<file path="config.mk">
export PLATFORM = sky130hd
export DESIGN_NAME = msgs_out_fifo
export DESIGN_NICKNAME = d
export VERILOG_FILES = /design/src/rtl/msgs_pkg.sv /design/src/rtl/msgs_out_fifo.sv
export SDC_FILE = /design/constraint.sdc
export NUM_CORES = 1
export LEC_CHECK = 0
export ABC_CLOCK_PERIOD_IN_PS = 2520
export BUFFER_PORTS_ARGS = -buffer_cell sky130_fd_sc_hd__buf_2
export CORE_MARGIN = 2
export CORE_UTILIZATION = 56
export DETAILED_ROUTE_END_ITERATION = 16
export GPL_ROUTABILITY_DRIVEN = 1
export HOLD_SLACK_MARGIN = 0.1
export PLACE_DENSITY = 0.75
export SLEW_MARGIN = 5
export SYNTH_ARGS = -nofsm -noshare
export SYNTH_HDL_FRONTEND = slang
export SYNTH_SLANG_ARGS = --single-unit
</file>
<file path="constraint.sdc">
create_clock -name clk -period 2.52 [get_ports clk]
set_input_delay 0.378 -clock clk [delete_from_list [all_inputs] [get_ports clk]]
set_output_delay 0.378 -clock clk [all_outputs]
set_load 0.005 [all_outputs]
</file>
<file path="src/rtl/msgs_pkg.sv">
`timescale 1ns / 1ps
// Shared constants, types and helpers for the masked squared gradient sum core.
package msgs_pkg;

	localparam int MAX_WIDTH  = 4096;
	localparam int MAX_HEIGHT = 4096;
	localparam int COL_W      = $clog2(MAX_WIDTH);
	localparam int ROW_W      = $clog2(MAX_HEIGHT);
	localparam int WLIM_W     = COL_W + 1;
	localparam int HLIM_W     = ROW_W + 1;
	localparam int SIZE_W     = 13;
	localparam int PIX_W      = 8;
	localparam int ADD_W      = 2 * PIX_W + 1;
	localparam int TOTAL_W    = 42;
	localparam int SUM_W      = 41;
	localparam int FIFO_DEPTH = 4;
	localparam int FIFO_AW    = $clog2(FIFO_DEPTH);
	localparam int CFG_IDX_W  = 2;
	localparam int CFG_DATA_W = 13;
	localparam int SIZE_RESET = 4096;

	typedef enum logic [2:0] {
		CMP_EQ = 3'd0,
		CMP_NE = 3'd1,
		CMP_GT = 3'd2,
		CMP_GE = 3'd3,
		CMP_LT = 3'd4,
		CMP_LE = 3'd5
	} cmp_mode_t;

	typedef enum logic [CFG_IDX_W-1:0] {
		REG_FRAME_WIDTH   = 2'd0,
		REG_FRAME_HEIGHT  = 2'd1,
		REG_COMPARE_VALUE = 2'd2,
		REG_COMPARE_MODE  = 2'd3
	} cfg_reg_t;

	typedef struct packed {
		logic vld;
		logic eval;
		logic row_end;
		logic frame_end;
	} stage_ctl_t;

	function automatic logic [WLIM_W-1:0] clamp_width(input logic [SIZE_W-1:0] v);
		logic [WLIM_W-1:0] r;
		if (v == '0) begin
			r = WLIM_W'(1);
		end else if (int'(v) > MAX_WIDTH) begin
			r = WLIM_W'(MAX_WIDTH);
		end else begin
			r = WLIM_W'(v);
		end
		return r;
	endfunction

	function automatic logic [HLIM_W-1:0] clamp_height(input logic [SIZE_W-1:0] v);
		logic [HLIM_W-1:0] r;
		if (v == '0) begin
			r = HLIM_W'(1);
		end else if (int'(v) > MAX_HEIGHT) begin
			r = HLIM_W'(MAX_HEIGHT);
		end else begin
			r = HLIM_W'(v);
		end
		return r;
	endfunction

endpackage

</file>
<file path="src/rtl/msgs_out_fifo.sv">
`timescale 1ns / 1ps
// Small result queue between the accumulator and the output channel.
module msgs_out_fifo (
	input  logic                                clk,
	input  logic                                arst_n,
	input  logic                                push,
	input  logic [msgs_pkg::SUM_W-1:0]          push_data,
	input  logic                                out_ready,
	output logic                                out_valid,
	output logic [msgs_pkg::SUM_W-1:0]          out_data,
	output logic [msgs_pkg::FIFO_AW:0]          count
);

	logic [msgs_pkg::SUM_W-1:0]   entries_q [msgs_pkg::FIFO_DEPTH];
	logic [msgs_pkg::FIFO_AW-1:0] wr_ptr_q;
	logic [msgs_pkg::FIFO_AW-1:0] rd_ptr_q;
	logic [msgs_pkg::FIFO_AW:0]   cnt_q;
	logic                         pop;

	assign out_valid = (cnt_q != '0);
	assign out_data  = entries_q[rd_ptr_q];
	assign pop       = out_valid && out_ready;
	assign count     = cnt_q;

	always_ff @(posedge clk) begin
		if (push) begin
			entries_q[wr_ptr_q] <= push_data;
		end
	end

	always_ff @(posedge clk or negedge arst_n) begin
		if (!arst_n) begin
			wr_ptr_q <= '0;
			rd_ptr_q <= '0;
			cnt_q    <= '0;
		end else begin
			if (push) begin
				wr_ptr_q <= wr_ptr_q + 1'b1;
			end
			if (pop) begin
				rd_ptr_q <= rd_ptr_q + 1'b1;
			end
			case ({push, pop})
				2'b10:   cnt_q <= cnt_q + 1'b1;
				2'b01:   cnt_q <= cnt_q - 1'b1;
				default: cnt_q <= cnt_q;
			endcase
		end
	end

endmodule

</file>
==> results of run 1 <==
## cell type report
| type | instances | area, sq um | share of cell area |
|---|---|---|---|
| clock inverters | 10 | 125.1 | 0.01650 |
| flip-flops and latches | 171 | 5105 | 0.6730 |
| diodes | 1 | 2.502 | 0.0003299 |
| inverters | 6 | 22.52 | 0.002969 |
| clock buffers | 21 | 440.4 | 0.05807 |
| repair buffers | 99 | 573.1 | 0.07555 |
| well taps | 140 | 175.2 | 0.02309 |
| multi-input cells | 64 | 1141 | 0.1504 |
## logic make-up after synthesis
family / synth area share
buffers and inverters: 0.02159
AO/OA/AOI/OAI: 0.002159
XOR/XNOR: 0.008245
AND/OR/NAND/NOR: 0.006674
multiplexers: 0.1482
flip-flops: 0.8002
adder cells (fa/ha/maj): 0.01296
## cells in the mapped netlist
cell	n
nand2_1	2
o31a_1	1
ha_1	5
mux4_2	38
fa_1	1
buf_6	1
o21ai_0	1
buf_2	4
xnor2_1	2
edfxtp_1	164
or3_1	1
mux2i_1	1
buf_12	4
mux4_1	3
and2_1	4
dfrtp_1	7
inv_1	6
xor2_1	4
clkbuf_1	1
nor2_1	1
## per-stage QoR
stage	hold slack (ns)	instances
3_3_place_gp	0.2177	479
3_5_place_dp	0.2256	479
5_1_grt	0.1554	511
4_1_cts	0.1513	511
2_1_floorplan	0.08241	251
6_report	0.1700	512
## cells in the final DEF (no fill, tap or decap)
cell type,count
clkinv_2,3
o21ai_0,1
clkinv_4,1
buf_2,89
edfxtp_1,164
buf_12,4
clkbuf_1,4
mux4_1,3
inv_1,6
or3_1,1
dlygate4sd3_1,1
and2_2,4
o31a_1,1
bufinv_16,3
nand2_1,2
fa_1,1
dfrtp_2,1
dfrtp_1,5
nor2_1,1
ha_1,5
mux4_2,38
dfrtp_4,1
mux2i_1,1
xnor2_1,2
clkinv_1,3
buf_4,5
xor2_1,4
diode_2,1
clkbuf_16,17
## registers in the layout (all words and copies together), names as in the netlist
signal and cells:
count 3, wr_ptr_q 2, entries_q 164, rd_ptr_q 2
## metal layers
metal,vias up,GRT usage
li1,1274,-
met1,1516,0.2269
met2,92,0.3059
met3,11,0.06397
met4,0,0.08000
met5,-,0
## critical path, cell delays in order, from the launching register on
cell and delay, ns:
dfrtp_4 0.42, buf_4 0.38, mux4_1 0.62, buf_2 0.14
## worst paths after layout
kind	to	startpoint	slack, ns
setup / recovery	out_data[40]	rd_ptr_q[0]	0.16
hold / removal	entries_q[1][24]	push_data[24]	0.17
setup reg to reg	count[2]	count[0]	0.67
hold reg to reg	count[2]	count[2]	0.54
max in group asynchronous	rd_ptr_q[0]	arst_n	2.00
min in group asynchronous	count[2]	arst_n	0.34
## repair_timing
| action | in CTS | in global routing |
|---|---|---|
| gates resized for setup | 0 | 0 |
| hold buffers | 1 | 0 |
| endpoints found under the hold margin | 7 | 0 |
## report_power, final
part,leakage [nW],switching (mW),internal (mW)
Sequential,1.59,0.161,3.73
Combinational,0.814,1.17,1.20
Clock,0.277,0.947,1.54
Total,2.68,2.27,6.47
==> flow_metrics.env, run 1 <==
export IMPL_status="finished clean"
export IMPL_post_route_period_util=0.9349
export IMPL_insertion_delay_ns=0.41
export IMPL_place_gp_congestion=0.6644
export IMPL_fin_area_sq_um=7585
export IMPL_syn_avg_cell_area_sq_um=25.39
export IMPL_start_kind="flop"
export IMPL_grt_use_total=0.1860
export IMPL_syn_inst=251
export IMPL_route_met2_wl_mm=5.406
export IMPL_finalCriticalPeriod_ns=2.356
export IMPL_synth_fp_nets=302
export IMPL_die_h_um=110.7
export IMPL_rsz0062_at_grt="false"
export IMPL_hold_class="input port to flop"
export IMPL_grt_start_max_net_pins=31
export IMPL_rows=38
export IMPL_core_sq_um=10980
export IMPL_wl_per_cell_um=20.65
export IMPL_slew_viol_final=0
export IMPL_fp_dieArea_sq_um=12250
export IMPL_maxCapViolations=0
export IMPL_total_power_mw=8.748
export IMPL_drtPass1Iterations=5
export IMPL_antenna_left=0
export IMPL_cts_tree="built"
export IMPL_skew_ns=0.004658
export IMPL_vias=2893
export IMPL_top_layer="met4"
export IMPL_setup_slack_ns=0.1642
export IMPL_clk_pin_slew_ns=0.06
export IMPL_dp_worst_setup_slack_ns=0.5698
export IMPL_required_ns=2.14
export IMPL_whs_path_depth=1
export IMPL_area_growth_pct=19.00
export IMPL_dpl_hpwl_mm=6.509
export IMPL_wirelength_mm=10.57
export IMPL_power_per_cell_area_nw_per_um2=1153
export IMPL_grt_pass1_wl_mm=16.48
export IMPL_wl_met3_um=638
export IMPL_yosys_area_top_type_share=0.7727
export IMPL_rr_worst_depth=7
export IMPL_final_nets=410
export IMPL_nFillCells=682
export IMPL_synth_seq_cells=171
export IMPL_setup_violations=0
export IMPL_worstPathArrival_ns=1.98
export IMPL_io_pins=90
export IMPL_drive_gt1_frac=0.4474
export IMPL_start_util=0.5803
export IMPL_fin_tns_setup_ns=0
export IMPL_fmax_mhz=424.5
export IMPL_relSlewSlack=0.6891
export IMPL_grt_overflow=0
export IMPL_htreeDepth=4
export IMPL_cts_setup_buffers=0
export IMPL_p_leak_nw=2.678
export IMPL_drt_iter0_drc=137
export IMPL_tightest_slew_ns=0.4663
export IMPL_clock_sinks=171
export IMPL_crit_path_end_kind="primary output"
export IMPL_antenna_found_initial=0
export IMPL_syn_area_sq_um=6374
export IMPL_final_core_util=0.6906
export IMPL_worst_path_max_fanout=20
export IMPL_first_global_vias=3075
export IMPL_placed_area_sq_um=7007
export IMPL_port_buffers=89
export IMPL_drt_met1_wl_mm=4.401
export IMPL_synthDistinctLibCells=20
export IMPL_path_class="flop to primary output"
export IMPL_synth_area_leaders="edfxtp_1, mux4_2, dfrtp_1, buf_12, mux4_1"
export IMPL_numCtsBuffers=17
export IMPL_avgViaCountPerCell=5.650
export IMPL_hold_viol=0
export IMPL_synth_area_leader_cell="edfxtp_1"
export IMPL_cts_buffer_depth=2
export IMPL_drc=0
export IMPL_yosysWarnings=0
export IMPL_ir_drop_v=0.0006882
export IMPL_synth_yosys_seq_area_share=0.8002
export IMPL_die_x_um=110.7
export IMPL_clockRootBuffer="clkbuf_16"
(Power assumes the default switching activity.)
==> inputs of run 2 (changes only) <==
- CORE_UTILIZATION: 56 -> 40
- PLACE_DENSITY: 0.75 -> 0.56
==> run 2 against run 1 <==
  * Cell area up 2.0%
  * Sequential power up 3%
  * Power up 1.6%
  * Setup slack worse by 0.014 ns
  * Register-to-register slack better by 0.02 ns
  * Maximum frequency down 0.61%
  * Utilization down 20 points
  * Sequential share of layout area down 1.3 points
  * Final cell count up 16%
  * Clock-buffer cell count down 1
  * Critical path depth unchanged
  * Non-clock buffer count up 6
==> flow_metrics.env, run 2 (synthesis gave the netlist of run 1 again) <==
export IMPL_vias=2850
export IMPL_fmax_mhz=421.9
export IMPL_die_h_um=130.2
export IMPL_drt_iter0_drc=197
export IMPL_antenna_found_initial=1
export IMPL_drtPass1Iterations=6
export IMPL_rows=46
export IMPL_regToRegEndpoint="count[2]"
export IMPL_start_util=0.4056
export IMPL_grt_pass1_wl_mm=17.16
export IMPL_start_kind="flop"
export IMPL_final_nets=416
export IMPL_p_leak_nw=2.713
export IMPL_relSlewSlack=0.6763
export IMPL_wl_per_cell_um=19.22
export IMPL_cp_top_family="flip-flops"
export IMPL_numCtsBuffers=17
export IMPL_antennaDiodeCount=0
export IMPL_fin_tns_setup_ns=0
export IMPL_rrSetupSlack_ns=0.69
export IMPL_io_pins=90
export IMPL_worstPathArrival_ns=1.99
export IMPL_first_global_vias=3016
export IMPL_clock_sinks=171
export IMPL_htreeDepth=4
export IMPL_area_growth_pct=21.40
export IMPL_tightest_slew_ns=0.4856
export IMPL_power_per_cell_area_nw_per_um2=1149
export IMPL_final_cell_mix="edfxtp_1, buf_2, mux4_2"
export IMPL_clk_pin_slew_ns=0.07
export IMPL_slew_viol_final=0
export IMPL_wirelength_mm=11.42
export IMPL_fp_dieArea_sq_um=16960
export IMPL_dpl_hpwl_mm=7.060
export IMPL_critPathBufInv=2
export IMPL_top_register="entries_q"
export IMPL_rr_worst_depth=7
export IMPL_r2r_start="count[0]"
export IMPL_insertion_delay_ns=0.43
export IMPL_crit_path_end_kind="primary output"
export IMPL_total_power_mw=8.888
export IMPL_drc=0
export IMPL_worst_path_max_fanout=16
export IMPL_min_from="push_data[27]"
export IMPL_grt_use_total=0.1439
export IMPL_core_sq_um=15710
export IMPL_setup_violations=0
export IMPL_die_x_um=130.2
export IMPL_path_class="flop to primary output"
export IMPL_cp_num_cells=3
export IMPL_cts_buffer_depth=2
export IMPL_place_gp_congestion=0.6367
export IMPL_rsz0062_at_grt="false"
export IMPL_grt_start_max_net_pins=27
export IMPL_grt_overflow=0
export IMPL_placed_area_sq_um=7147
export IMPL_avgViaCountPerCell=4.798
export IMPL_setup_worst_path_end="out_data[22]"
export IMPL_maxCapViolations=0
export IMPL_clockRootBuffer="clkbuf_16"
export IMPL_largest_reg_flops=164
export IMPL_finalCriticalPeriod_ns=2.370
export IMPL_startpoint="rd_ptr_q[0]"
export IMPL_cts_tree="built"
export IMPL_status="finished clean"
export IMPL_ir_drop_v=0.0005045
export IMPL_layout_commonest_cell="edfxtp_1"
export IMPL_cp_slowest_cell="dfrtp_4"
export IMPL_antenna_left=0
export IMPL_required_ns=2.14
export IMPL_post_route_period_util=0.9406
export IMPL_hold_class="input port to flop"
export IMPL_drive_gt1_frac=0.4735
export IMPL_port_buffers=89
export IMPL_hold_viol=0
export IMPL_fin_area_sq_um=7737
export IMPL_skew_ns=0.009766
export IMPL_path_cells="buf_12 > mux4_2 > buf_2"
export IMPL_cp_slowest_stage_delay_ns=0.64
run 2: how the worst min path moves through the flow:
stage / slack [ns] / cells after the start / endpoint
floorplan: 0.08 / 0 / count[0]
global placement: 0.23 / 1 / count[2]
detailed placement: 0.23 / 1 / count[2]
CTS: 0.15 / 1 / entries_q[3][11]
global route: 0.15 / 1 / entries_q[0][36]
finish: 0.17 / 1 / entries_q[3][27]
run 2: repair_timing:
action	4_1_cts	5_1_grt
setup buffers	0	0
setup endpoints to repair	0	0
endpoints found under the hold margin	7	0
resized for setup	0	0
hold buffers	1	0
run 2: cell type report:
type | instances | area, sq um
fill | 1322 | 7975
sequential | 171 | 5105
multi-input combinational | 64 | 1141
timing repair buffer | 105 | 618.1
clock buffer | 20 | 456.7
tap | 216 | 270.3
clock inverter | 12 | 123.9
inverter | 6 | 22.52
run 2: per-stage QoR:
step                      hold slack [ns]  worst slack, ns  utilization  instances
after detailed placement           0.2326           0.5514       0.4548        561
after global placement             0.2291           0.5690       0.4548        561
final                              0.1703           0.1498       0.4924        594
after CTS                          0.1486          0.09318       0.4924        594
after global routing               0.1501          0.03803       0.4924        594
after floorplan                   0.08241           0.5064            -        251
run 2: worst reg2reg max path: stages, from the launching register on:
cell and delay, ns:
dfrtp_1 0.42, o31a_1 0.26, ha_1 0.22, inv_1 0.06
fa_1 0.37, xor2_1 0.15, nor2_1 0.12, xor2_1 0.16
run 2: report_power, final:
group,switching (mW),internal (mW)
Combinational,1.08,1.26
Clock,1.03,1.50
Sequential,0.280,3.73
run 2: metal layers:
metal  track usage  vias to the layer above  part of all wire
li1              -                     1287                 -
met1        0.1945                     1470              0.46
met2        0.2137                       71              0.47
met3       0.04592                       20             0.052
met4       0.06831                        2             0.018
met5             0                        -            0.0011
==> inputs of run 3 (changes only) <==
--- a/config.mk
+++ b/config.mk
@@ -7,5 +7,5 @@
 export LEC_CHECK = 0
 export ABC_CLOCK_PERIOD_IN_PS = 2520
-export BUFFER_PORTS_ARGS = -buffer_cell sky130_fd_sc_hd__buf_2
+export BUFFER_PORTS_ARGS = -buffer_cell sky130_fd_sc_hd__buf_4
 export CORE_MARGIN = 2
 export CORE_UTILIZATION = 40
@@ -18,2 +18,3 @@
 export SYNTH_HDL_FRONTEND = slang
 export SYNTH_SLANG_ARGS = --single-unit
+export TNS_END_PERCENT = 10
==> constraint.sdc (replaced) <==
create_clock -name clk -period 2.52 [get_ports clk]
set_input_delay 0.252 -clock clk [delete_from_list [all_inputs] [get_ports clk]]
set_output_delay 0.252 -clock clk [all_outputs]
set_load 0.005 [all_outputs]
==> run 3 against run 2 <==
  * Combinational power increased by 12%
  * Sequential power shrank 1%
  * Sequential share of layout area is 4.6 points lower
  * Die area did not move
  * First-iteration DRC count decreased by 2.0%
  * Power up 2.0%
  * Register-to-register slack is essentially flat
  * Via count rose by 3.3%
  * Worst hold slack gained 0.0053 ns
==> flow_metrics.env, run 3 (synthesis gave the netlist of run 1 again) <==
export IMPL_relSlewSlack=0.6498
export IMPL_grt_use_total=0.1415
export IMPL_cts_tree="built"
export IMPL_cp_common_cell="buf_4"
export IMPL_fp_dieArea_sq_um=16960
export IMPL_insertion_delay_ns=0.42
export IMPL_grt_overflow=0
export IMPL_regArea_sq_um=5105
export IMPL_cp_slowest_stage_delay_ns=0.68
export IMPL_first_global_vias=3119
export IMPL_ir_drop_v=0.0005360
export IMPL_wl_per_cell_um=17.66
export IMPL_hold_viol=0
export IMPL_clock_sinks=171
export IMPL_start_util=0.4056
export IMPL_drtPass1Iterations=4
export IMPL_io_pins=90
export IMPL_top_register="entries_q"
export IMPL_path_cells="buf_4 > mux4_2 > buf_4"
export IMPL_avgViaCountPerCell=4.667
export IMPL_dpl_hpwl_mm=6.685
export IMPL_slew_viol_final=0
export IMPL_numCtsBuffers=17
export IMPL_status="finished clean"
export IMPL_clockRootBuffer="clkbuf_16"
export IMPL_largest_reg_flops=164
export IMPL_grt_start_max_net_pins=31
export IMPL_postCtsHoldBufs=43
export IMPL_rr_worst_depth=7
export IMPL_rows=46
export IMPL_p_leak_nw=2.934
export IMPL_nFillCells=1258
export IMPL_htreeDepth=4
export IMPL_regToRegEndpoint="count[2]"
export IMPL_fin_tns_setup_ns=0
export IMPL_final_cell_mix="edfxtp_1, buf_4, dlygate4sd3_1"
export IMPL_stdcell_count=631
export IMPL_multi_input_area_sq_um=1141
export IMPL_grt_pass1_wl_mm=16.96
export IMPL_crit_path_end_kind="primary output"
export IMPL_area_growth_pct=30.57
export IMPL_hold_class="input port to asynchronous set/reset pin"
export IMPL_drive_gt1_frac=0.4082
export IMPL_maxCapViolations=0
export IMPL_path_class="flop to primary output"
export IMPL_final_nets=454
export IMPL_rsz0062_at_grt="false"
export IMPL_post_cts_resized=0
export IMPL_fmax_mhz=421.2
export IMPL_power_per_cell_area_nw_per_um2=1089
export IMPL_clk_pin_slew_ns=0.06
export IMPL_cts_buffer_depth=2
export IMPL_core_sq_um=15710
export IMPL_worst_path_max_fanout=20
export IMPL_antenna_left=0
export IMPL_port_buffers=89
export IMPL_layout_commonest_cell="edfxtp_1"
export IMPL_antenna_found_initial=1
export IMPL_dp_cells=557
export IMPL_wirelength_mm=11.14
export IMPL_r2r_start="count[0]"
export IMPL_cts_setup_buffers=0
export IMPL_place_gp_congestion=0.6877
export IMPL_required_ns=2.27
export IMPL_rrSetupSlack_ns=0.68
export IMPL_cp_slowest_cell="dfrtp_4"
export IMPL_drt_iter0_drc=193
export IMPL_skew_ns=0.008508
export IMPL_post_route_period_util=0.9422
export IMPL_finalCriticalPeriod_ns=2.374
export IMPL_vias=2945
export IMPL_start_kind="flop"
export IMPL_tightest_slew_ns=0.5253
export IMPL_die_h_um=130.2
export IMPL_worstPathArrival_ns=2.12
export IMPL_die_x_um=130.2
export IMPL_setup_violations=0
export IMPL_drc=0
## run 3: changes by cell type in the layout (fill, tap and decap cells not counted), moves of 2 or more
cell	previous run	this run
clkbuf_8	2	0
clkinvlp_4	4	1
buf_4	11	97
clkinv_1	0	3
buf_2	89	0
dlygate4sd3_1	1	43
## run 3: cell type report
class | count | area share
diodes | 1 | 0.0003007
clock buffers | 19 | 0.05202
clock inverters | 11 | 0.01549
inverters | 6 | 0.002706
multi-input cells | 64 | 0.1371
flip-flops and latches | 171 | 0.6134
well taps | 216 | 0.03248
repair buffers | 143 | 0.1464
## run 3: stage by stage
stage	hold WS, ns	util	cell area, sq um	setup WS, ns	total power, mW
after floorplan	-0.04359	-	6374	0.5064	5.512
after global placement	0.07692	0.4663	7327	0.5344	6.630
after detailed placement	0.07868	0.4663	7327	0.5128	6.673
after CTS	0.1605	0.5295	8319	0.06586	9.230
after global routing	0.1783	0.5296	8322	0.001846	9.520
final	0.1756	0.5296	8322	0.1456	9.061
## run 3: critical path: cells and delay by family (launching register included)
kind                   cells  cell delay (ns)
buffers and inverters      2             0.48
flip-flops                 1             0.68
multiplexers               1             0.54
## run 3: worst max path at each step
| stage | startpoint | to | cells after the start |
|---|---|---|---|
| final | rd_ptr_q[0] | out_data[5] | 3 |
| after global routing | rd_ptr_q[0] | out_data[16] | 3 |
| after CTS | rd_ptr_q[0] | out_data[16] | 3 |
| after detailed placement | rd_ptr_q[0] | out_data[16] | 3 |
| after global placement | rd_ptr_q[0] | out_data[5] | 3 |
| after floorplan | wr_ptr_q[0] | entries_q[2][0] | 3 |
## run 3: layer usage
metal	up-vias	routed length, um	global-route usage
li1	1357	-	-
met1	1493	4979	0.1778
met2	79	5432	0.2310
met3	16	525	0.04182
met4	0	204	0.06072
met5	-	0	0
## run 3: report_power, final
part,switching [mW],internal [mW],total (mW),leakage (nW)
clock network,0.959,1.53,2.49,0.275
logic,1.13,1.49,2.61,1.07
registers,0.229,3.73,3.96,1.59
total,2.32,6.75,9.06,2.93
