### src/rtl/msgs_pkg.sv
`timescale 1ns / 1ps
// Shared constants, types and helpers for the masked squared gradient sum core.
package msgs_pkg;

	localparam int MAX_WIDTH  = 4096;
	localparam int MAX_HEIGHT = 4096;
	localparam int COL_W      = $clog2(MAX_WIDTH);
	localparam int ROW_W      = $clog2(MAX_HEIGHT);
	localparam int WLIM_W     = COL_W + 1;
	localparam int HLIM_W     = ROW_W + 1;
	localparam int SIZE_W     = 13;
	localparam int PIX_W      = 8;
	localparam int ADD_W      = 2 * PIX_W + 1;
	localparam int TOTAL_W    = 42;
	localparam int SUM_W      = 41;
	localparam int FIFO_DEPTH = 4;
	localparam int FIFO_AW    = $clog2(FIFO_DEPTH);
	localparam int CFG_IDX_W  = 2;
	localparam int CFG_DATA_W = 13;
	localparam int SIZE_RESET = 4096;

	typedef enum logic [2:0] {
		CMP_EQ = 3'd0,
		CMP_NE = 3'd1,
		CMP_GT = 3'd2,
		CMP_GE = 3'd3,
		CMP_LT = 3'd4,
		CMP_LE = 3'd5
	} cmp_mode_t;

	typedef enum logic [CFG_IDX_W-1:0] {
		REG_FRAME_WIDTH   = 2'd0,
		REG_FRAME_HEIGHT  = 2'd1,
		REG_COMPARE_VALUE = 2'd2,
		REG_COMPARE_MODE  = 2'd3
	} cfg_reg_t;

	typedef struct packed {
		logic vld;
		logic eval;
		logic row_end;
		logic frame_end;
	} stage_ctl_t;

	function automatic logic [WLIM_W-1:0] clamp_width(input logic [SIZE_W-1:0] v);
		logic [WLIM_W-1:0] r;
		if (v == '0) begin
			r = WLIM_W'(1);
		end else if (int'(v) > MAX_WIDTH) begin
			r = WLIM_W'(MAX_WIDTH);
		end else begin
			r = WLIM_W'(v);
		end
		return r;
	endfunction

	function automatic logic [HLIM_W-1:0] clamp_height(input logic [SIZE_W-1:0] v);
		logic [HLIM_W-1:0] r;
		if (v == '0) begin
			r = HLIM_W'(1);
		end else if (int'(v) > MAX_HEIGHT) begin
			r = HLIM_W'(MAX_HEIGHT);
		end else begin
			r = HLIM_W'(v);
		end
		return r;
	endfunction

endpackage

### src/rtl/msgs_grad.sv
`timescale 1ns / 1ps
// Mask compare, central differences and squared gradient per pixel.
module msgs_grad (
	input  logic                                clk,
	input  logic                                arst_n,
	input  msgs_pkg::stage_ctl_t                ctl_s1,
	input  logic [msgs_pkg::PIX_W-1:0]          pixel_s1,
	input  logic [msgs_pkg::PIX_W-1:0]          above,
	input  logic [msgs_pkg::PIX_W-1:0]          right,
	input  logic [msgs_pkg::PIX_W-1:0]          left,
	input  logic [msgs_pkg::PIX_W-1:0]          mask,
	input  logic [msgs_pkg::PIX_W-1:0]          cmp_value,
	input  logic [2:0]                          cmp_mode,
	output msgs_pkg::stage_ctl_t                ctl_s2,
	output logic [msgs_pkg::ADD_W-1:0]          add_s2
);

	logic                                sel;
	logic signed [msgs_pkg::PIX_W:0]     dh;
	logic signed [msgs_pkg::PIX_W:0]     dv;
	logic signed [2*msgs_pkg::PIX_W+1:0] prod_h;
	logic signed [2*msgs_pkg::PIX_W+1:0] prod_v;
	logic [msgs_pkg::ADD_W-1:0]          add;

	always_comb begin
		case (cmp_mode)
			msgs_pkg::CMP_EQ: sel = (mask == cmp_value);
			msgs_pkg::CMP_NE: sel = (mask != cmp_value);
			msgs_pkg::CMP_GT: sel = (mask > cmp_value);
			msgs_pkg::CMP_GE: sel = (mask >= cmp_value);
			msgs_pkg::CMP_LT: sel = (mask < cmp_value);
			msgs_pkg::CMP_LE: sel = (mask <= cmp_value);
			default:          sel = 1'b0;
		endcase
	end

	always_comb begin
		dh     = $signed({1'b0, right}) - $signed({1'b0, left});
		dv     = $signed({1'b0, pixel_s1}) - $signed({1'b0, above});
		prod_h = dh * dh;
		prod_v = dv * dv;
		add    = {1'b0, prod_h[2*msgs_pkg::PIX_W-1:0]}
		       + {1'b0, prod_v[2*msgs_pkg::PIX_W-1:0]};
	end

	always_ff @(posedge clk or negedge arst_n) begin
		if (!arst_n) begin
			ctl_s2 <= '0;
		end else begin
			ctl_s2 <= ctl_s1;
		end
	end

	always_ff @(posedge clk) begin
		add_s2 <= (ctl_s1.eval && sel) ? add : '0;
	end

endmodule

### config.mk
export PLATFORM = sky130hd
export DESIGN_NAME = msgs_grad
export DESIGN_NICKNAME = d
export VERILOG_FILES = /design/src/rtl/msgs_pkg.sv /design/src/rtl/msgs_grad.sv
export SDC_FILE = /design/constraint.sdc
export NUM_CORES = 1
export LEC_CHECK = 0
export BUFFER_PORTS_ARGS = -buffer_cell sky130_fd_sc_hd__clkbuf_2
export CAP_MARGIN = 20
export CORE_ASPECT_RATIO = 0.8
export CORE_MARGIN = 2
export CORE_UTILIZATION = 25
export CTS_CLUSTER_DIAMETER = 80
export DETAILED_ROUTE_END_ITERATION = 6
export PLACE_DENSITY = 0.38
export SYNTH_ARGS = -nofsm -noshare
export SYNTH_HDL_FRONTEND = slang
export SYNTH_SLANG_ARGS = --single-unit
### constraint.sdc
create_clock -name clk -period 0.8 [get_ports clk]
set_input_delay 0.04 -clock clk [delete_from_list [all_inputs] [get_ports clk]]
set_output_delay 0.04 -clock clk [all_outputs]
set_load 0.01 [all_outputs]
==> flow_metrics.env, run 1 <==
export IMPL_status="finished with violations"
export IMPL_violations="negative setup slack"
export IMPL_drc=0
export IMPL_setup_violations=18
export IMPL_area_growth_pct=60.4
export IMPL_synth_cell_types=67
export IMPL_finalHoldViolCount=0
export IMPL_fmax_mhz=160
export IMPL_cts_root_buffer="clkbuf_16"
export IMPL_diodes=0
export IMPL_cp_common_cell="fa_2"
export IMPL_die_h_um=151
export IMPL_finalWeightedCongestion=0.768
export IMPL_nets=1346
export IMPL_drt_total_wl_um=17400
export IMPL_numPortBuffers=77
export IMPL_worstSetupPathType="input pin to flop"
export IMPL_ys_flop_type="dfxtp_1"
export IMPL_clock_sinks=21
export IMPL_post_place_ws_ps=-5920
export IMPL_path_clk_slew_ps=60
export IMPL_clockBufferDepth=2
export IMPL_final_max_slew_viol_count=0
export IMPL_cp_max_fo=4
export IMPL_crit_end="add_s2[15]$_SDFF_PN0_"
export IMPL_crit_path_end_kind="flop"
export IMPL_syn_inst=766
export IMPL_critical_path_startpoint_type="input pin"
export IMPL_initialDrtViolationCount=164
export IMPL_grt_ovfl_total=0
export IMPL_syn_area_sq_um=6730
export IMPL_fill_cells=2724
export IMPL_fin_util_pct=40.9
export IMPL_grt_usage_pct=13.1
export IMPL_period_minus_slack_ps=6240
export IMPL_rsz0062_at_grt="yes"
export IMPL_rows=53
export IMPL_slowest_delay_ps=570
export IMPL_cts_buffers=3
export IMPL_h_tree_depth=1
export IMPL_drive_gt1_share_pct=47.8
export IMPL_syn_num_nets=1033
export IMPL_worstMarginPinSlew_ps=500
export IMPL_grt_first_pass_wirelength_um=30100
export IMPL_place_area_sq_um=9580
export IMPL_final_cell_area_sq_um=10800
export IMPL_detail_route_antenna_nets=0
export IMPL_syn_mean_instance_area_sq_um=8.79
export IMPL_required_ps=980
export IMPL_place_hpwl_um=15400
export IMPL_async_flop_share_pct=19.0
export IMPL_dr_pass1_iters=4
export IMPL_yosysWarnings=0
export IMPL_vias=5869
export IMPL_cap_violations=0
export IMPL_yosys_register_bits=21
export IMPL_antenna_found_initial=0
export IMPL_cp_arrival_ps=6410
export IMPL_worst_slack_ps=-5440
export IMPL_synth_edf_count=0
export IMPL_slew_headroom_pct=66.3
export IMPL_viasPerCell=4.09
export IMPL_boundaryPins=78
export IMPL_start_util_pct=25.5
export IMPL_grt_pass1_vias=6079
export IMPL_startpoint="left[0]"
export IMPL_ys_seq_area_share_pct=6.54
export IMPL_finalCritPeriodShare_pct=780
export IMPL_die_w_um=187
export IMPL_cts_tree="done"
export IMPL_fp_coreArea_sq_um=26400
export IMPL_grt_max_degree=13
export IMPL_routedWlPerCell_um=12.1
export IMPL_slowest_stage="fa_2"
export IMPL_die_area_sq_um=28300
export IMPL_hold_path_class="input pin to async pin"
-- metal layers --
layer	track usage, %	wire [um]	vias up
met4	0.236	12	0
met2	20.0	7230	69
met3	1.60	536	2
met5	0	0	-
li1	-	-	3045
met1	20.6	9650	2753
-- placed cells by master (no fill, tap or decap), types with 30 or more instances in the layout --
cell / instances
fa_1: 93
inv_2: 30
inv_1: 140
ha_4: 34
buf_4: 202
nor2_1: 47
buf_6: 30
xnor2_1: 32
nand2_1: 45
clkbuf_2: 67
ha_1: 72
-- Yosys cell counts, types with 2 or more instances --
cell type / count / area share (%)
a211oi_1: 4 / 0.45
a211oi_2: 2 / 0.37
a21o_1: 11 / 1.2
a21oi_1: 17 / 1.3
a21oi_2: 4 / 0.52
a221oi_1: 2 / 0.26
a31oi_1: 2 / 0.19
and2_1: 11 / 1.0
and2_2: 2 / 0.22
and3_1: 3 / 0.28
clkbuf_1: 3 / 0.17
dfrtp_1: 4 / 1.5
dfxtp_1: 17 / 5.1
fa_1: 103 / 31
ha_1: 107 / 20
inv_1: 172 / 9.6
inv_2: 4 / 0.22
mux2_1: 2 / 0.33
nand2_1: 54 / 3.0
nand2b_1: 7 / 0.65
nand3_1: 8 / 0.59
nor2_1: 65 / 3.6
nor2_2: 2 / 0.19
nor2b_1: 11 / 1.0
nor3_1: 11 / 0.82
nor4_1: 4 / 0.37
o211ai_1: 3 / 0.33
o21a_1: 10 / 1.1
o21ai_0: 15 / 1.1
o21ai_1: 6 / 0.45
o21bai_1: 6 / 0.67
o22ai_1: 3 / 0.28
o41ai_1: 3 / 0.39
or2_2: 2 / 0.19
xnor2_1: 41 / 5.3
xor2_1: 14 / 1.8
-- critical path: cells and delay by family --
family / cells / cell delay, ps
compound gates: 9 / 1710
xor+xnor: 1 / 130
simple gates: 4 / 1010
fa+ha+maj: 9 / 3150
buf+inv: 6 / 350
-- cell families after synthesis --
| logic type | count (synthesis) | share of synthesized area, % |
|---|---|---|
| compound gates | 100 | 10.4 |
| xor+xnor | 58 | 8.14 |
| fa+ha+maj | 210 | 50.5 |
| buf+inv | 183 | 10.6 |
| flops | 21 | 6.54 |
| mux | 3 | 0.483 |
| simple gates | 191 | 13.3 |
-- worst min path at each step --
stage | cells past startpoint | slack (ps) | end
floorplan | 0 | -260 | ctl_s2[0]$_DFF_PN0_
global placement | 1 | -150 | ctl_s2[3]$_DFF_PN0_
detailed placement | 1 | -150 | ctl_s2[3]$_DFF_PN0_
CTS | 2 | 120 | ctl_s2[1]$_DFF_PN0_
global route | 2 | 130 | ctl_s2[1]$_DFF_PN0_
finish | 2 | 120 | ctl_s2[0]$_DFF_PN0_
-- sequential cells by signal (all words and copies together) (netlist names) --
register  count
add_s2       17
ctl_s2        4
-- final cells by class --
cell class	instances	area (sq um)	area share, %
Sequential cell	21	445	4.12
Timing Repair Buffer	313	2400	22.2
Multi-Input combinational cell	562	6700	62.0
Clock inverter	1	5.00	0.0463
Inverter	178	734	6.80
Tap cell	357	447	4.13
Clock buffer	3	75.1	0.695
-- metrics by stage --
step                      hold slack [ps]  instances  TNS, ps
after detailed placement             -152       1397   -71320
after CTS                             115       1428   -64940
after global routing                  134       1435   -66970
after floorplan                      -256        766   -62270
after global placement               -150       1397   -71580
final                                 115       1435   -63230
-- what timing repair did --
item / in CTS / in global routing
buffers inserted: 24 / 14
resized for setup: 108 / 86
hold buffers: 5 / 0
pin swaps: 81 / 56
endpoints found under the hold margin: 8 / 0
endpoints found under the setup margin: 22 / 24
cloned: 0 / 0
Power of run 1 is not shown: default switching activity piles up to over one toggle a cycle in this logic, so the estimate is an artifact.
==> inputs of run 2 (changes only) <==
--- a/config.mk
+++ b/config.mk
@@ -13,6 +13,7 @@
 export CTS_CLUSTER_DIAMETER = 80
 export DETAILED_ROUTE_END_ITERATION = 6
 export PLACE_DENSITY = 0.38
+export REMOVE_ABC_BUFFERS = 1
 export SYNTH_ARGS = -nofsm -noshare
 export SYNTH_HDL_FRONTEND = slang
 export SYNTH_SLANG_ARGS = --single-unit
==> constraint.sdc (replaced) <==
create_clock -name clk -period 7.6 [get_ports clk]
set_input_delay 0.38 -clock clk [delete_from_list [all_inputs] [get_ports clk]]
set_output_delay 0.38 -clock clk [all_outputs]
set_load 0.01 [all_outputs]
==> run 2 against run 1 <==
Against the previous run: the flow now finishes without violations; cell count shrank 15%; count of clock-buffer cells in the layout is the same; final area shrank 28%; die area is the same; sequential cell count is the same; first-iteration DRC count grew 4.9%; utilization shrank 11 points; largest cell class unchanged.
==> flow_metrics.env, run 2 (synthesis gave the netlist of run 1 again) <==
export IMPL_path_clk_slew_ps=60
export IMPL_die_h_um=151
export IMPL_nets=1130
export IMPL_slowest_delay_ps=540
export IMPL_final_common_cell="inv_1"
export IMPL_diodes=0
export IMPL_rows=53
export IMPL_die_area_sq_um=28300
export IMPL_slew_headroom_pct=43.4
export IMPL_period_minus_slack_ps=7200
export IMPL_drive_gt1_share_pct=15.5
export IMPL_post_cts_setup_buffers=0
export IMPL_slowest_stage="fa_1"
export IMPL_drc=0
export IMPL_finalHoldViolCount=0
export IMPL_cts_root_buffer="clkbuf_16"
export IMPL_start_util_pct=25.5
export IMPL_setup_violations=0
export IMPL_cts_tree="done"
export IMPL_status="finished, final reports clean"
export IMPL_reg_top3="add_s2: 17 flops, ctl_s2: 4 flops"
export IMPL_final_cell_mix="inv_1 (172), ha_1 (107), fa_1 (103), clkbuf_2 (77), nor2_1 (65)"
export IMPL_antenna_found_initial=0
export IMPL_finalCritPeriodShare_pct=94.7
export IMPL_grt_max_degree=18
export IMPL_required_ps=7760
export IMPL_grt_pass1_vias=5191
export IMPL_cap_violations=0
export IMPL_numPortBuffers=77
export IMPL_critical_path_startpoint_type="input pin"
export IMPL_crit_path_end_kind="flop"
export IMPL_fmax_mhz=139
export IMPL_fill_cells=2927
export IMPL_largest_reg_flops=17
export IMPL_cp_arrival_ps=7360
export IMPL_viasPerCell=4.14
export IMPL_grt_ovfl_total=0
export IMPL_worstSetupPathType="input pin to flop"
export IMPL_largest_register="add_s2"
export IMPL_grt_first_pass_wirelength_um=25500
export IMPL_dr_pass1_iters=4
export IMPL_area_growth_pct=15.9
export IMPL_vias=5047
export IMPL_final_max_slew_viol_count=0
export IMPL_drt_total_wl_um=14700
export IMPL_grt_usage_pct=11.0
export IMPL_cp_max_fo=6
export IMPL_boundaryPins=78
export IMPL_fin_hold_ws_ps=230
export IMPL_cp_common_cell="inv_1"
export IMPL_initialDrtViolationCount=172
export IMPL_clock_sinks=21
export IMPL_fp_coreArea_sq_um=26400
export IMPL_clockBufferDepth=2
export IMPL_tns_ps=0
export IMPL_hold_path_class="input pin to flop"
export IMPL_routedWlPerCell_um=12.1
export IMPL_die_w_um=187
export IMPL_finalWeightedCongestion=0.749
export IMPL_h_tree_depth=1
export IMPL_detail_route_antenna_nets=0
export IMPL_rsz0062_at_grt="no"
export IMPL_cts_buffers=3
export IMPL_place_hpwl_um=13400
export IMPL_worstMarginPinSlew_ps=849
[run 2: cell count changes in the layout (fill, tap and decap cells not counted), moves of 10 or more]
cell | before | now
inv_1 | 140 | 172
fa_1 | 93 | 103
buf_4 | 202 | 19
fa_2 | 10 | 0
ha_1 | 72 | 107
buf_6 | 30 | 0
clkbuf_2 | 67 | 77
ha_4 | 34 | 0
nor2_1 | 47 | 65
inv_2 | 30 | 4
nor2_2 | 13 | 2
[run 2: critical path: cells and delay by family]
family	cells	cell delay (ps)
AND/OR/NAND/NOR	8	1400
adder cells (fa/ha/maj)	9	3630
XOR/XNOR	1	70
AO/OA/AOI/OAI	5	1180
buffers and inverters	10	690
[run 2: final cells by class]
| type | count | area, sq um | share of cell area [%] |
|---|---|---|---|
| multi-input combinational | 562 | 5620 | 71.9 |
| inverter | 178 | 687 | 8.80 |
| timing repair buffer | 97 | 538 | 6.89 |
| tap | 357 | 447 | 5.72 |
| sequential | 21 | 440 | 5.64 |
| clock buffer | 3 | 75.1 | 0.962 |
| clock inverter | 1 | 5.00 | 0.0641 |
[run 2: final timing paths]
path                            from                     to  slack, ps  depth (start not counted)
setup / recovery            right[0]  add_s2[15]$_SDFF_PN0_        400                         33
hold / removal             ctl_s1[3]    ctl_s2[3]$_DFF_PN0_        230                          1
max in group asynchronous     arst_n    ctl_s2[2]$_DFF_PN0_       7000                          2
min in group asynchronous     arst_n    ctl_s2[1]$_DFF_PN0_        480                          2
[run 2: repair_timing]
item                                    4_1_cts  5_1_grt
endpoints found under the setup margin        0        4
hold endpoints to repair                      4        0
hold buffers                                  1        0
resized for setup                             0        6
[run 2: per-stage QoR]
| stage | utilization (%) | setup slack (ps) | instance area [sq um] | std cells |
|---|---|---|---|---|
| floorplan | - | 531 | 6710 | 761 |
| CTS | 29.5 | 330 | 7780 | 1219 |
| detailed placement | 29.1 | 93.0 | 7690 | 1214 |
| global placement | 29.1 | 23.3 | 7690 | 1214 |
| finish | 29.6 | 400 | 7810 | 1219 |
| global route | 29.6 | 16.0 | 7810 | 1219 |
[run 2: metal layers]
layer / track usage, % / share of wire [%] / vias to the layer above / wire length, um
li1: - / - / 2617 / -
met1: 17.6 / 58 / 2366 / 8480
met2: 16.3 / 39 / 62 / 5770
met3: 1.67 / 3.2 / 2 / 476
met4: 0.354 / 0.068 / 0 / 10
met5: 0 / 0 / - / 0
Power of run 2 is left out for the same reason.
==> inputs of run 3 (changes only) <==
--- a/config.mk
+++ b/config.mk
@@ -5,7 +5,7 @@
 export SDC_FILE = /design/constraint.sdc
 export NUM_CORES = 1
 export LEC_CHECK = 0
-export BUFFER_PORTS_ARGS = -buffer_cell sky130_fd_sc_hd__clkbuf_2
+export BUFFER_PORTS_ARGS = -buffer_cell sky130_fd_sc_hd__buf_4
 export CAP_MARGIN = 20
 export CORE_ASPECT_RATIO = 0.8
 export CORE_MARGIN = 2
==> run 3 against run 2 <==
Against the previous run: routed wire length rose by 0.45%; worst setup slack improved by 54 ps; global-route usage rose by 0.22 points; final area rose by 2.9%; non-clock buffer count rose by 5; sequential share of layout area fell by 0.16 points; utilization rose by 0.85 points; highest routed layer unchanged.
==> flow_metrics.env, run 3 (synthesis gave the netlist of run 1 again) <==
export IMPL_detail_route_antenna_nets=0
export IMPL_required_ps=7770
export IMPL_fmax_mhz=140
export IMPL_die_w_um=187
export IMPL_hold_path_class="input pin to flop"
export IMPL_grt_max_degree=18
export IMPL_area_growth_pct=19.3
export IMPL_grt_ovfl_total=0
export IMPL_antenna_found_initial=0
export IMPL_cts_root_buffer="clkbuf_16"
export IMPL_place_hpwl_um=13400
export IMPL_grt_use_met2_pct=16.3
export IMPL_fin_hold_ws_ps=224
export IMPL_worstMarginPinSlew_ps=857
export IMPL_cp_max_fo=6
export IMPL_drt_total_wl_um=14800
export IMPL_place_area_sq_um=7920
export IMPL_clock_sinks=21
export IMPL_grt_usage_pct=11.3
export IMPL_drc=0
export IMPL_slowest_delay_ps=540
export IMPL_cp_arrival_ps=7310
export IMPL_worstSetupPathType="input pin to flop"
export IMPL_die_h_um=151
export IMPL_final_max_slew_viol_count=0
export IMPL_slew_headroom_pct=42.9
export IMPL_path_clk_slew_ps=60
export IMPL_grt_first_pass_wirelength_um=26000
export IMPL_clockBufferDepth=2
export IMPL_h_tree_depth=1
export IMPL_start_util_pct=25.5
export IMPL_drive_gt1_share_pct=15.9
export IMPL_fin_util_pct=30.4
export IMPL_status="finished, final reports clean"
export IMPL_grt_use_met1_pct=18.1
export IMPL_cts_buffers=3
export IMPL_finalHoldViolCount=0
export IMPL_cap_violations=0
export IMPL_largest_register="add_s2"
export IMPL_crit_path_end_kind="flop"
export IMPL_setup_violations=0
export IMPL_finalCritPeriodShare_pct=94.0
export IMPL_boundaryPins=78
export IMPL_grt_pass1_vias=5264
export IMPL_routedWlPerCell_um=12.1
export IMPL_cp_common_cell="inv_1"
export IMPL_critical_path_startpoint_type="input pin"
export IMPL_grt_busiest_layer="met1"
export IMPL_die_area_sq_um=28300
export IMPL_final_common_cell="inv_1"
export IMPL_largest_reg_flops=17
export IMPL_final_cell_mix="inv_1 (172), ha_1 (107), fa_1 (103), buf_4 (101), nor2_1 (65)"
export IMPL_diodes=0
export IMPL_period_minus_slack_ps=7150
export IMPL_fp_coreArea_sq_um=26400
export IMPL_slowest_stage="fa_1"
export IMPL_dr_pass1_iters=4
export IMPL_tns_ps=0
export IMPL_viasPerCell=4.13
export IMPL_final_cell_area_sq_um=8030
export IMPL_cts_tree="done"
export IMPL_nets=1135
export IMPL_grt_util_met3_pct=1.85
export IMPL_rows=53
export IMPL_vias=5050
export IMPL_finalWeightedCongestion=0.742
export IMPL_initialDrtViolationCount=129
export IMPL_numPortBuffers=77
export IMPL_reg_top3="add_s2: 17 flops, ctl_s2: 4 flops"
run 3: changes by cell type in the layout (fill, tap and decap cells not counted), moves of 2 or more:
cell / previous run / this run
buf_4: 19 / 101
a21oi_1: 15 / 17
a21oi_2: 6 / 4
clkbuf_2: 77 / 0
run 3: cell type report:
class | instances | area [sq um]
inverter | 178 | 687
clock buffer | 3 | 75.1
fill | 2901 | 18400
multi-input combinational | 562 | 5610
timing repair buffer | 102 | 768
tap | 357 | 447
sequential | 21 | 440
clock inverter | 1 | 5.00
run 3: worst paths after layout:
| check | startpoint | end | cells after the start |
|---|---|---|---|
| max | right[0] | add_s2[15]$_SDFF_PN0_ | 31 |
| min | ctl_s1[1] | ctl_s2[1]$_DFF_PN0_ | 1 |
| max in group asynchronous | arst_n | ctl_s2[2]$_DFF_PN0_ | 2 |
| min in group asynchronous | arst_n | ctl_s2[3]$_DFF_PN0_ | 2 |
run 3: repair_timing:
item	in CTS	in global routing
endpoints found under the hold margin	4	0
hold buffers	1	0
resized for setup	0	5
buffers inserted	0	0
setup endpoints to repair	0	4
run 3: stage by stage:
| step | std cells | setup slack, ps |
|---|---|---|
| 2_1_floorplan | 761 | 531 |
| 3_3_place_gp | 1219 | 129 |
| 3_5_place_dp | 1219 | 138 |
| 4_1_cts | 1224 | 361 |
| 5_1_grt | 1224 | -35.8 |
| 6_report | 1224 | 454 |
run 3: critical path, delay by kind of cell:
| kind | cells | cell delay, ps |
|---|---|---|
| and+or+nand+nor | 4 | 700 |
| xor gates and xnor gates | 1 | 160 |
| buffers and inverters | 9 | 530 |
| AOI/OAI and AO/OA | 8 | 1820 |
| adders and majority gates | 9 | 3700 |
run 3: routing by layer:
layer	up-vias	wire length, um	share of wire [%]
met4	0	13	0.088
met2	69	5760	39
met5	-	0	0
li1	2619	-	-
met1	2360	8420	57
met3	2	617	4.2
Power of run 3 is left out for the same reason.
